## src/rtl/tse_pkg.sv

```systemverilog
// shared types, constants and segment tables for the time segment encoder
`default_nettype none

package tse_pkg;

    // time limits in seconds
    localparam logic [18:0] SEC_MAX    = 19'd359999;
    localparam logic [18:0] MMSS_LIMIT = 19'd3599;
    localparam logic [18:0] MMSS_SAT   = 19'd5999;

    // segment constants, low seven bits only (bit 7 is handled apart)
    localparam logic [6:0] SEG_DASH  = 7'h08;
    localparam logic [6:0] SEG_BLANK = 7'h00;

    // heat state code that asks for the cooling icon
    localparam logic [1:0] HEAT_COOL = 2'd2;

    // ring steps in which the ring segment is forced on
    localparam logic [3:0] RING_ON_LO  = 4'd4;
    localparam logic [3:0] RING_ON_HI  = 4'd9;
    localparam logic [3:0] RING_ON_ALT = 4'd13;

    // reciprocal multipliers: x / 60 computed as (x >> 2) / 15
    localparam logic [17:0] DIV15_MUL_WIDE   = 18'd139811;  // 17 bit operand, shift 21
    localparam int          DIV15_SHIFT_WIDE = 21;
    localparam logic [11:0] DIV15_MUL_NARROW = 12'd2185;    // 11 bit operand, shift 15
    localparam int          DIV15_SHIFT_NARROW = 15;
    // x / 10 for x below 1029
    localparam logic [7:0]  DIV10_MUL   = 8'd205;
    localparam int          DIV10_SHIFT = 11;

    typedef struct packed {
        logic func;          // 0 set time, 1 actual time
        logic unit;          // 1 hours:minutes
        logic colon_hidden;
        logic icon_on;       // cooling icon requested and visible
        logic unset;
        logic blank;
        logic ring_bit;      // ring segment for the set-time group
    } t_flags;

    typedef struct packed {
        logic s2;  // load stage two
        logic s3;  // load stage three
        logic so;  // load result register
    } t_stage_en;

    function automatic logic [6:0] set_seg(input logic [3:0] d);
        logic [6:0] r;
        unique case (d)
            4'd0:    r = 7'h77;
            4'd1:    r = 7'h12;
            4'd2:    r = 7'h5d;
            4'd3:    r = 7'h5b;
            4'd4:    r = 7'h3a;
            4'd5:    r = 7'h6b;
            4'd6:    r = 7'h6f;
            4'd7:    r = 7'h52;
            4'd8:    r = 7'h7f;
            4'd9:    r = 7'h7b;
            default: r = SEG_BLANK;
        endcase
        return r;
    endfunction

    function automatic logic [6:0] act_seg(input logic [3:0] d);
        logic [6:0] r;
        unique case (d)
            4'd0:    r = 7'h77;
            4'd1:    r = 7'h24;
            4'd2:    r = 7'h5d;
            4'd3:    r = 7'h6d;
            4'd4:    r = 7'h2e;
            4'd5:    r = 7'h6b;
            4'd6:    r = 7'h7b;
            4'd7:    r = 7'h25;
            4'd8:    r = 7'h7f;
            4'd9:    r = 7'h6f;
            default: r = SEG_BLANK;
        endcase
        return r;
    endfunction

endpackage

`default_nettype wire

```

## src/rtl/tse_split.sv

```systemverilog
// two pipeline stages that split the time value into high and low two-digit fields
`default_nettype none

module tse_split (
    input  wire logic              i_clk,
    input  wire tse_pkg::t_stage_en i_en,
    input  wire logic [18:0]       i_x,
    input  wire tse_pkg::t_flags   i_flags,
    output logic [6:0]             o_hi,
    output logic [5:0]             o_lo,
    output tse_pkg::t_flags        o_flags
);
    import tse_pkg::*;

    logic [34:0] n_prod1;
    logic [12:0] n_q1;
    logic [12:0] r_q1;
    logic [5:0]  r_xl;
    t_flags      r_f2;

    logic [22:0] n_prod2;
    logic [6:0]  n_q2;
    logic [18:0] n_q1x60;
    logic [12:0] n_q2x60;
    logic [5:0]  n_r1;
    logic [5:0]  n_r2;
    logic [6:0]  r_hi;
    logic [5:0]  r_lo;
    t_flags      r_f3;

    // stage two: q1 = x / 60
    assign n_prod1 = 35'(i_x[18:2]) * 35'(DIV15_MUL_WIDE);
    assign n_q1    = n_prod1[DIV15_SHIFT_WIDE +: 13];

    always_ff @(posedge i_clk) begin
        if (i_en.s2) begin
            r_q1 <= n_q1;
            r_xl <= i_x[5:0];
            r_f2 <= i_flags;
        end
    end

    // stage three: remainders and, for hours:minutes, q1 / 60
    assign n_q1x60 = {r_q1, 6'b0} - {4'b0, r_q1, 2'b0};
    assign n_r1    = r_xl - n_q1x60[5:0];
    assign n_prod2 = 23'(r_q1[12:2]) * 23'(DIV15_MUL_NARROW);
    assign n_q2    = n_prod2[DIV15_SHIFT_NARROW +: 7];
    assign n_q2x60 = {n_q2, 6'b0} - {4'b0, n_q2, 2'b0};
    assign n_r2    = r_q1[5:0] - n_q2x60[5:0];

    always_ff @(posedge i_clk) begin
        if (i_en.s3) begin
            r_hi <= r_f2.unit ? n_q2 : r_q1[6:0];
            r_lo <= r_f2.unit ? n_r2 : n_r1;
            r_f3 <= r_f2;
        end
    end

    assign o_hi    = r_hi;
    assign o_lo    = r_lo;
    assign o_flags = r_f3;

endmodule

`default_nettype wire

```

## src/rtl/tse_seg.sv

```systemverilog
// decimal digits, segment tables and marker bits into the result register
`default_nettype none

module tse_seg (
    input  wire logic              i_clk,
    input  wire tse_pkg::t_stage_en i_en,
    input  wire logic [6:0]        i_hi,
    input  wire logic [5:0]        i_lo,
    input  wire tse_pkg::t_flags   i_flags,
    output logic                   o_group,
    output logic [31:0]            o_segs,
    output logic                   o_unit
);
    import tse_pkg::*;

    logic [14:0] n_ph;
    logic [13:0] n_pl;
    logic [3:0]  n_d [4];
    logic [6:0]  n_low [4];
    logic [7:0]  n_b [4];
    logic [31:0] r_segs;
    logic        r_group;
    logic        r_unit;

    assign n_ph   = 15'(i_hi) * 15'(DIV10_MUL);
    assign n_pl   = 14'(i_lo) * 14'(DIV10_MUL);
    assign n_d[0] = n_ph[DIV10_SHIFT +: 4];
    assign n_d[2] = {1'b0, n_pl[DIV10_SHIFT +: 3]};
    assign n_d[1] = 4'(i_hi - ({n_d[0], 3'b0} + {2'b0, n_d[0], 1'b0}));
    assign n_d[3] = 4'(i_lo - ({n_d[2][2:0], 3'b0} + {2'b0, n_d[2][2:0], 1'b0}));

    always_comb begin
        for (int i = 0; i < 4; i++) begin
            if (i_flags.func) begin
                n_low[i] = i_flags.unset ? SEG_DASH : act_seg(n_d[i]);
            end else if (i_flags.blank) begin
                n_low[i] = SEG_BLANK;
            end else begin
                n_low[i] = i_flags.unset ? SEG_DASH : set_seg(n_d[i]);
            end
        end
        if (i_flags.func) begin
            n_b[0] = {i_flags.icon_on, n_low[0]};
            n_b[1] = {1'b0, n_low[1]};
            n_b[2] = {!i_flags.colon_hidden, n_low[2]};
            n_b[3] = {1'b0, n_low[3]};
        end else begin
            n_b[0] = {i_flags.ring_bit, n_low[0]};
            n_b[1] = {!i_flags.colon_hidden && !i_flags.blank, n_low[1]};
            n_b[2] = {!i_flags.unit, n_low[2]};
            n_b[3] = {i_flags.unit, n_low[3]};
        end
    end

    always_ff @(posedge i_clk) begin
        if (i_en.so) begin
            r_segs  <= {n_b[3], n_b[2], n_b[1], n_b[0]};
            r_group <= i_flags.func;
            r_unit  <= i_flags.unit;
        end
    end

    assign o_segs  = r_segs;
    assign o_group = r_group;
    assign o_unit  = r_unit;

endmodule

`default_nettype wire

```

## src/rtl/time_segment_encoder.sv

```systemverilog
// top level: four-digit seven-segment encoder for the set-time and actual-time groups
// path: input register, divide-by-60 stage, second split stage, result register
// throughput: one request per cycle while the output is not stalled by i_m_axis_tready;
//   each stage loads when empty or when its successor loads
// reset: synchronous active-low i_rst_n clears all stage valid bits and the stored unit
//   (minutes:seconds); payload registers are not reset
`default_nettype none

module time_segment_encoder (
    input  wire logic        i_clk,
    input  wire logic        i_rst_n,
    input  wire logic        i_s_axis_tvalid,
    output logic             o_s_axis_tready,
    // seconds[18:0], colon_hidden[19], icon_blink[20], heat_state[22:21], running[23],
    // unset[24], blank[25], ring_active[26], ring_step[30:27], ring_fixed[31]
    input  wire logic [31:0] i_s_axis_tdata,
    // func[0]
    input  wire logic        i_s_axis_tuser,
    output logic             o_m_axis_tvalid,
    input  wire logic        i_m_axis_tready,
    // seg_first[7:0], seg_second[15:8], seg_third[23:16], seg_fourth[31:24],
    // unit_minutes[32], zero fill[39:33]
    output logic [39:0]      o_m_axis_tdata,
    // group[0]
    output logic             o_m_axis_tuser
);
    import tse_pkg::*;

    // request fields
    logic [18:0] seconds;
    logic [1:0]  heat_state;
    logic [3:0]  ring_step;
    logic        ring_active;
    logic        ring_fixed;
    logic        func;
    logic        accept;

    // pipeline control
    logic        r_v1, r_v2, r_v3, r_vo;
    logic        n_en1;
    t_stage_en   n_en;

    // stored display unit, set by every set-time request
    logic        r_unit;

    // stage one payload
    logic [18:0] n_sat;
    logic        n_unit;
    logic [18:0] n_x;
    logic        n_ring_step_on;
    t_flags      n_flags;
    logic [18:0] r_x1;
    t_flags      r_f1;

    // split stage outputs
    logic [6:0]  hi;
    logic [5:0]  lo;
    t_flags      f3;

    logic [31:0] segs;
    logic        unit_out;

    assign seconds     = i_s_axis_tdata[18:0];
    assign heat_state  = i_s_axis_tdata[22:21];
    assign ring_active = i_s_axis_tdata[26];
    assign ring_step   = i_s_axis_tdata[30:27];
    assign ring_fixed  = i_s_axis_tdata[31];
    assign func        = i_s_axis_tuser;

    // a stage takes new data when it is empty or its contents move on this cycle
    assign n_en.so = !r_vo || i_m_axis_tready;
    assign n_en.s3 = !r_v3 || n_en.so;
    assign n_en.s2 = !r_v2 || n_en.s3;
    assign n_en1   = !r_v1 || n_en.s2;

    assign o_s_axis_tready = n_en1;
    assign accept          = i_s_axis_tvalid && n_en1;

    // saturate at 99:59:59, choose the unit, and clamp minutes:seconds at 99:59
    assign n_sat  = (seconds > SEC_MAX) ? SEC_MAX : seconds;
    assign n_unit = func ? r_unit : (n_sat > MMSS_LIMIT);
    assign n_x    = (!n_unit && (n_sat > MMSS_SAT)) ? MMSS_SAT : n_sat;

    // ring segment: forced on in the lit steps, otherwise off unless shown steadily
    assign n_ring_step_on = ((ring_step >= RING_ON_LO) && (ring_step <= RING_ON_HI))
                            || (ring_step == RING_ON_ALT);

    always_comb begin
        n_flags.func         = func;
        n_flags.unit         = n_unit;
        n_flags.colon_hidden = i_s_axis_tdata[19];
        n_flags.icon_on      = !i_s_axis_tdata[20] && (heat_state == HEAT_COOL)
                               && i_s_axis_tdata[23];
        n_flags.unset        = i_s_axis_tdata[24];
        n_flags.blank        = i_s_axis_tdata[25];
        n_flags.ring_bit     = ring_active && (n_ring_step_on || ring_fixed);
    end

    // valid bits and the stored unit
    always_ff @(posedge i_clk) begin
        if (!i_rst_n) begin
            r_v1   <= 1'b0;
            r_v2   <= 1'b0;
            r_v3   <= 1'b0;
            r_vo   <= 1'b0;
            r_unit <= 1'b0;
        end else begin
            if (n_en1) begin
                r_v1 <= i_s_axis_tvalid;
            end
            if (n_en.s2) begin
                r_v2 <= r_v1;
            end
            if (n_en.s3) begin
                r_v3 <= r_v2;
            end
            if (n_en.so) begin
                r_vo <= r_v3;
            end
            if (accept && !func) begin
                r_unit <= n_unit;
            end
        end
    end

    // input register
    always_ff @(posedge i_clk) begin
        if (n_en1) begin
            r_x1 <= n_x;
            r_f1 <= n_flags;
        end
    end

    tse_split u_split (
        .i_clk   (i_clk),
        .i_en    (n_en),
        .i_x     (r_x1),
        .i_flags (r_f1),
        .o_hi    (hi),
        .o_lo    (lo),
        .o_flags (f3)
    );

    tse_seg u_seg (
        .i_clk   (i_clk),
        .i_en    (n_en),
        .i_hi    (hi),
        .i_lo    (lo),
        .i_flags (f3),
        .o_group (o_m_axis_tuser),
        .o_segs  (segs),
        .o_unit  (unit_out)
    );

    assign o_m_axis_tvalid = r_vo;
    assign o_m_axis_tdata  = {7'b0, unit_out, segs};

endmodule

`default_nettype wire

```

## config.mk

```make
export PLATFORM = sky130hd
export DESIGN_NAME = time_segment_encoder
export DESIGN_NICKNAME = d
export VERILOG_FILES = /design/src/rtl/tse_pkg.sv /design/src/rtl/tse_split.sv /design/src/rtl/tse_seg.sv /design/src/rtl/time_segment_encoder.sv
export SDC_FILE = /design/constraint.sdc
export NUM_CORES = 1
export LEC_CHECK = 0
export BUFFER_PORTS_ARGS = -buffer_cell sky130_fd_sc_hd__buf_2
export CAP_MARGIN = 20
export CORE_MARGIN = 3
export CORE_UTILIZATION = 45
export CTS_CLUSTER_DIAMETER = 40
export DETAILED_ROUTE_END_ITERATION = 12
export GPL_TIMING_DRIVEN = 1
export PLACE_DENSITY_LB_ADDON = 0.1
export REMOVE_ABC_BUFFERS = 1
export SKIP_LAST_GASP = 1
export SLEW_MARGIN = 20
export SYNTH_ARGS = -nofsm -noshare
export SYNTH_HDL_FRONTEND = slang
export SYNTH_HIERARCHICAL = 1
export SYNTH_SLANG_ARGS = --single-unit
export TNS_END_PERCENT = 20
```

## constraint.sdc

```tcl
create_clock -name i_clk -period 7.7 [get_ports i_clk]
set_clock_uncertainty 0.2 [all_clocks]
set_input_delay 0.385 -clock i_clk [delete_from_list [all_inputs] [get_ports i_clk]]
set_output_delay 0.385 -clock i_clk [all_outputs]
set_load 0.1 [all_outputs]
```

==> results summary <==
The area enclosed by the die boundary came out at 28100 µm². The number of detailed-route iterations in the first pass came out at 5. The arrival time at the worst endpoint is approximately 5.7 ns.

The largest net degree at the start of global routing came out at 35. The max-slew violation count was 0. The run finished with clean final reports. After clock tree synthesis, the clock-pin slew on the worst setup and hold paths is around 0.080 ns. The number of nets with antenna violations after detailed routing came out at 0. Of the post-synthesis cell area, the dominant cell type holds 27.1%. At the later pin of the worst-skew pair, clock insertion delay measures approximately 0.36 ns.

The number of cell rows is 58. STA classifies the critical path endpoint as a register. By count the netlist is led by ha_1 (246), inv_1 (183), edfxtp_1 (106), fa_1 (61), nor2_1 (61). Buffers inserted during clock tree synthesis total 9. Of all cell types, the one taking the most synthesized area is edfxtp_1. The number of H-tree levels is 3. The worst slew margin relative to its limit came out at 43.4%. The detailed placement HPWL is 20000 µm.

The number of I/O pins is 80. In this design, the critical path's most frequently occurring cell is ha_1. The type of the worst min-delay path is primary input to register.

By area the synthesized netlist is led by edfxtp_1 (27%), ha_1 (26%), fa_1 (10%). Along the worst path, the maximum fanout reaches 14. The number of violations reported at the end of detailed-routing iteration 0 came out at 400. After detailed routing, the total wire length is 23700 µm. The post-synth design cell area came out at 11800 µm². In this run the post-CTS setup repair buffer count came out at 0. The initial antenna violation count is 0.

Counting every instance in the synthesized netlist gives 1133. The sequential area share after synthesis came out at 27.9%. The final count of hold timing violations is 0. The final routed wire length divided by cell count came out at 15.4 µm. For this design, the slowest cell found on the critical path is edfxtp_1.

The fraction of registers with async set/reset is 0%. The global router's overall resource usage is 17.5%. The total of endpoints with negative setup slack in the final report is 0. The final route contains 8231 vias.

TritonCTS built the clock tree. The sum of negative setup slack is 0 ns. The number of design rule violations left after detail routing is 0. The global-route wire length before repair came out at 40800 µm. The startpoint-to-endpoint class of the critical path is register to register. The distinct cell type count after synthesis came out at 86. The worst-margin pin slew came out at approximately 0.85 ns. The share of cells above drive strength 1 is roughly 10%. The clock net in this run drives a total of roughly 110 sinks. The repair_antennas step left the layout with diodes totalling 0. The total number of yosys warnings came out at 6. The largest stage delay on the critical path is 0.53 ns. The number of global-route vias before repair is 8376. The starting utilization of the core area came out at 46.3%. The critical path goes through ha_1, inv_1, fa_1, inv_1, ha_1, ha_1, o2111ai_1, nor2_1, a211oi_1, xnor2_1, inv_1, ha_1, and2_1, nor2_1, o21ai_0, o21ai_0, o31a_1, or4_1, o311ai_0. The total of buffers placed on input and output ports is 72. The routability congestion estimate is 0.866. For this run the aggregate overflow at the end of global routing stands at 0. The post-synthesis to final-layout area growth is 8.54%.

The data required time of the critical path is 7.66 ns. For this run, the top clock speed supported by timing is 176 MHz. The worst setup path is launched from a register. Counting flops and latches in the post-synthesis netlist gives 111. In the synthesized netlist the dominant register cell turns out to be edfxtp_1. The vias per cell came out at 5.36. The average cell area after synthesis came out at 10.4 µm². Setup repair after global routing left no endpoint under its margin. The core region is 25400 µm². In the post-synthesis netlist, the cell with the most instances is ha_1. The number of nets in the layout is 1546. The floorplan step set the die height to 168 µm. The buffer levels on the longest clock path came out at 2. The routed design could run at a clock period as short as 5.69 ns. Clock tree synthesis selected as its root buffer the cell clkbuf_16.

Across the run, the number of max-cap violations was 0. The fraction of the cycle the final worst path needs came out at 73.9%. The count of flip-flops with a built-in enable after synthesis is 106. Gates resized during post-CTS repair numbered 0.

From left edge to right edge, the die measures 168 µm. The number of buffers inserted for hold repair after clock tree synthesis came out at 3.
==> through the flow <==
| stage | instances | instance area (µm²) | setup slack (ns) | utilization [%] | hold slack [ns] |
|---|---|---|---|---|---|
| floorplan | 1113 | 11600 | 2.41 | - | 0.200 |
| detailed placement | 1518 | 12400 | 2.03 | 49.0 | 0.205 |
| global placement | 1517 | 12400 | 2.08 | 48.9 | 0.200 |
| finish | 1537 | 12800 | 2.01 | 50.2 | 0.0733 |
| CTS | 1537 | 12800 | 2.00 | 50.2 | 0.0540 |
| global route | 1537 | 12800 | 1.66 | 50.2 | 0.0627 |
==> sequential cells by signal, indices dropped and copies added (netlist names) <==
signal	flops
o_m_axis_tvalid	1
r_f1	7
r_unit	1
r_v1	1
r_v2	1
r_v3	1
r_x1	19
u_seg/o_group	1
u_seg/o_segs	32
u_seg/o_unit	1
u_split/o_flags	7
u_split/o_hi	7
u_split/o_lo	6
u_split/r_f2	7
u_split/r_q1	13
u_split/r_xl	6
==> layer usage <==
layer / GRT usage, % / part of all wire (%) / wire, µm / vias up
met5: 0 / 0 / 0 / -
met3: 2.60 / 2.7 / 645 / 27
met2: 31.2 / 51 / 12000 / 112
met4: 3.77 / 1.4 / 338 / 0
met1: 22.6 / 45 / 10700 / 3914
li1: - / - / - / 4178
==> worst paths after layout <==
kind	from	endpoint	slack [ns]	depth (start not counted)
setup / recovery	u_split/o_lo[3]	u_seg/o_segs[24]	2.01	19
hold / removal	i_s_axis_tuser	r_f1[6]	0.07	1
setup reg to reg	u_split/o_lo[3]	u_seg/o_segs[24]	2.01	19
hold reg to reg	r_f1[1]	u_split/r_f2[1]	0.22	0
==> kinds of logic after synthesis <==
| family | share of synthesized area, % |
|---|---|
| adders and majority gates | 36.6 |
| and+or+nand+nor | 10.6 |
| buffers and inverters | 7.09 |
| AOI/OAI and AO/OA | 12.8 |
| DFF | 27.9 |
| xor gates and xnor gates | 3.04 |
| muxes | 1.89 |
| other | 0.0319 |
==> worst max-delay path: cells and delay by family, from the launching register on <==
family | cells | cell delay (ns)
adder cells (fa/ha/maj) | 5 | 1.83
buffers and inverters | 3 | 0.30
XOR/XNOR | 1 | 0.28
AND/OR/NAND/NOR | 4 | 0.89
flip-flops | 1 | 0.53
AO/OA/AOI/OAI | 6 | 1.45
==> final cells by class <==
cell class	instances	area (µm²)
inverters	185	694
repair buffers	78	420
clock inverters	6	55.1
flip-flops and latches	111	3280
multi-input cells	817	7660
fillers	2434	12600
clock buffers	10	229
well taps	330	413
==> layout by cell type (no fill, tap or decap), drive strengths merged, types with 5 or more instances in the layout <==
master	n
ha	246
inv	186
edfxtp	106
buf	75
nor2	61
fa	61
nand2	47
a21oi	40
o21ai	28
nor3	24
xor2	19
nand3	18
a211oi	17
xnor2	17
nor2b	15
o22ai	13
a21o	12
nand4	11
nand2b	11
mux2i	11
o31ai	11
clkbuf	10
o21a	9
and3	8
mux2	8
and2	7
a211o	7
a31oi	7
conb	7
o211ai	7
a21boi	7
or4	7
or2	6
dfxtp	5
a22oi	5
clkinv	5
Power is left out: the tool's default activity adds up to more than one toggle a clock period on the data nets, which glitch-free logic cannot reach.
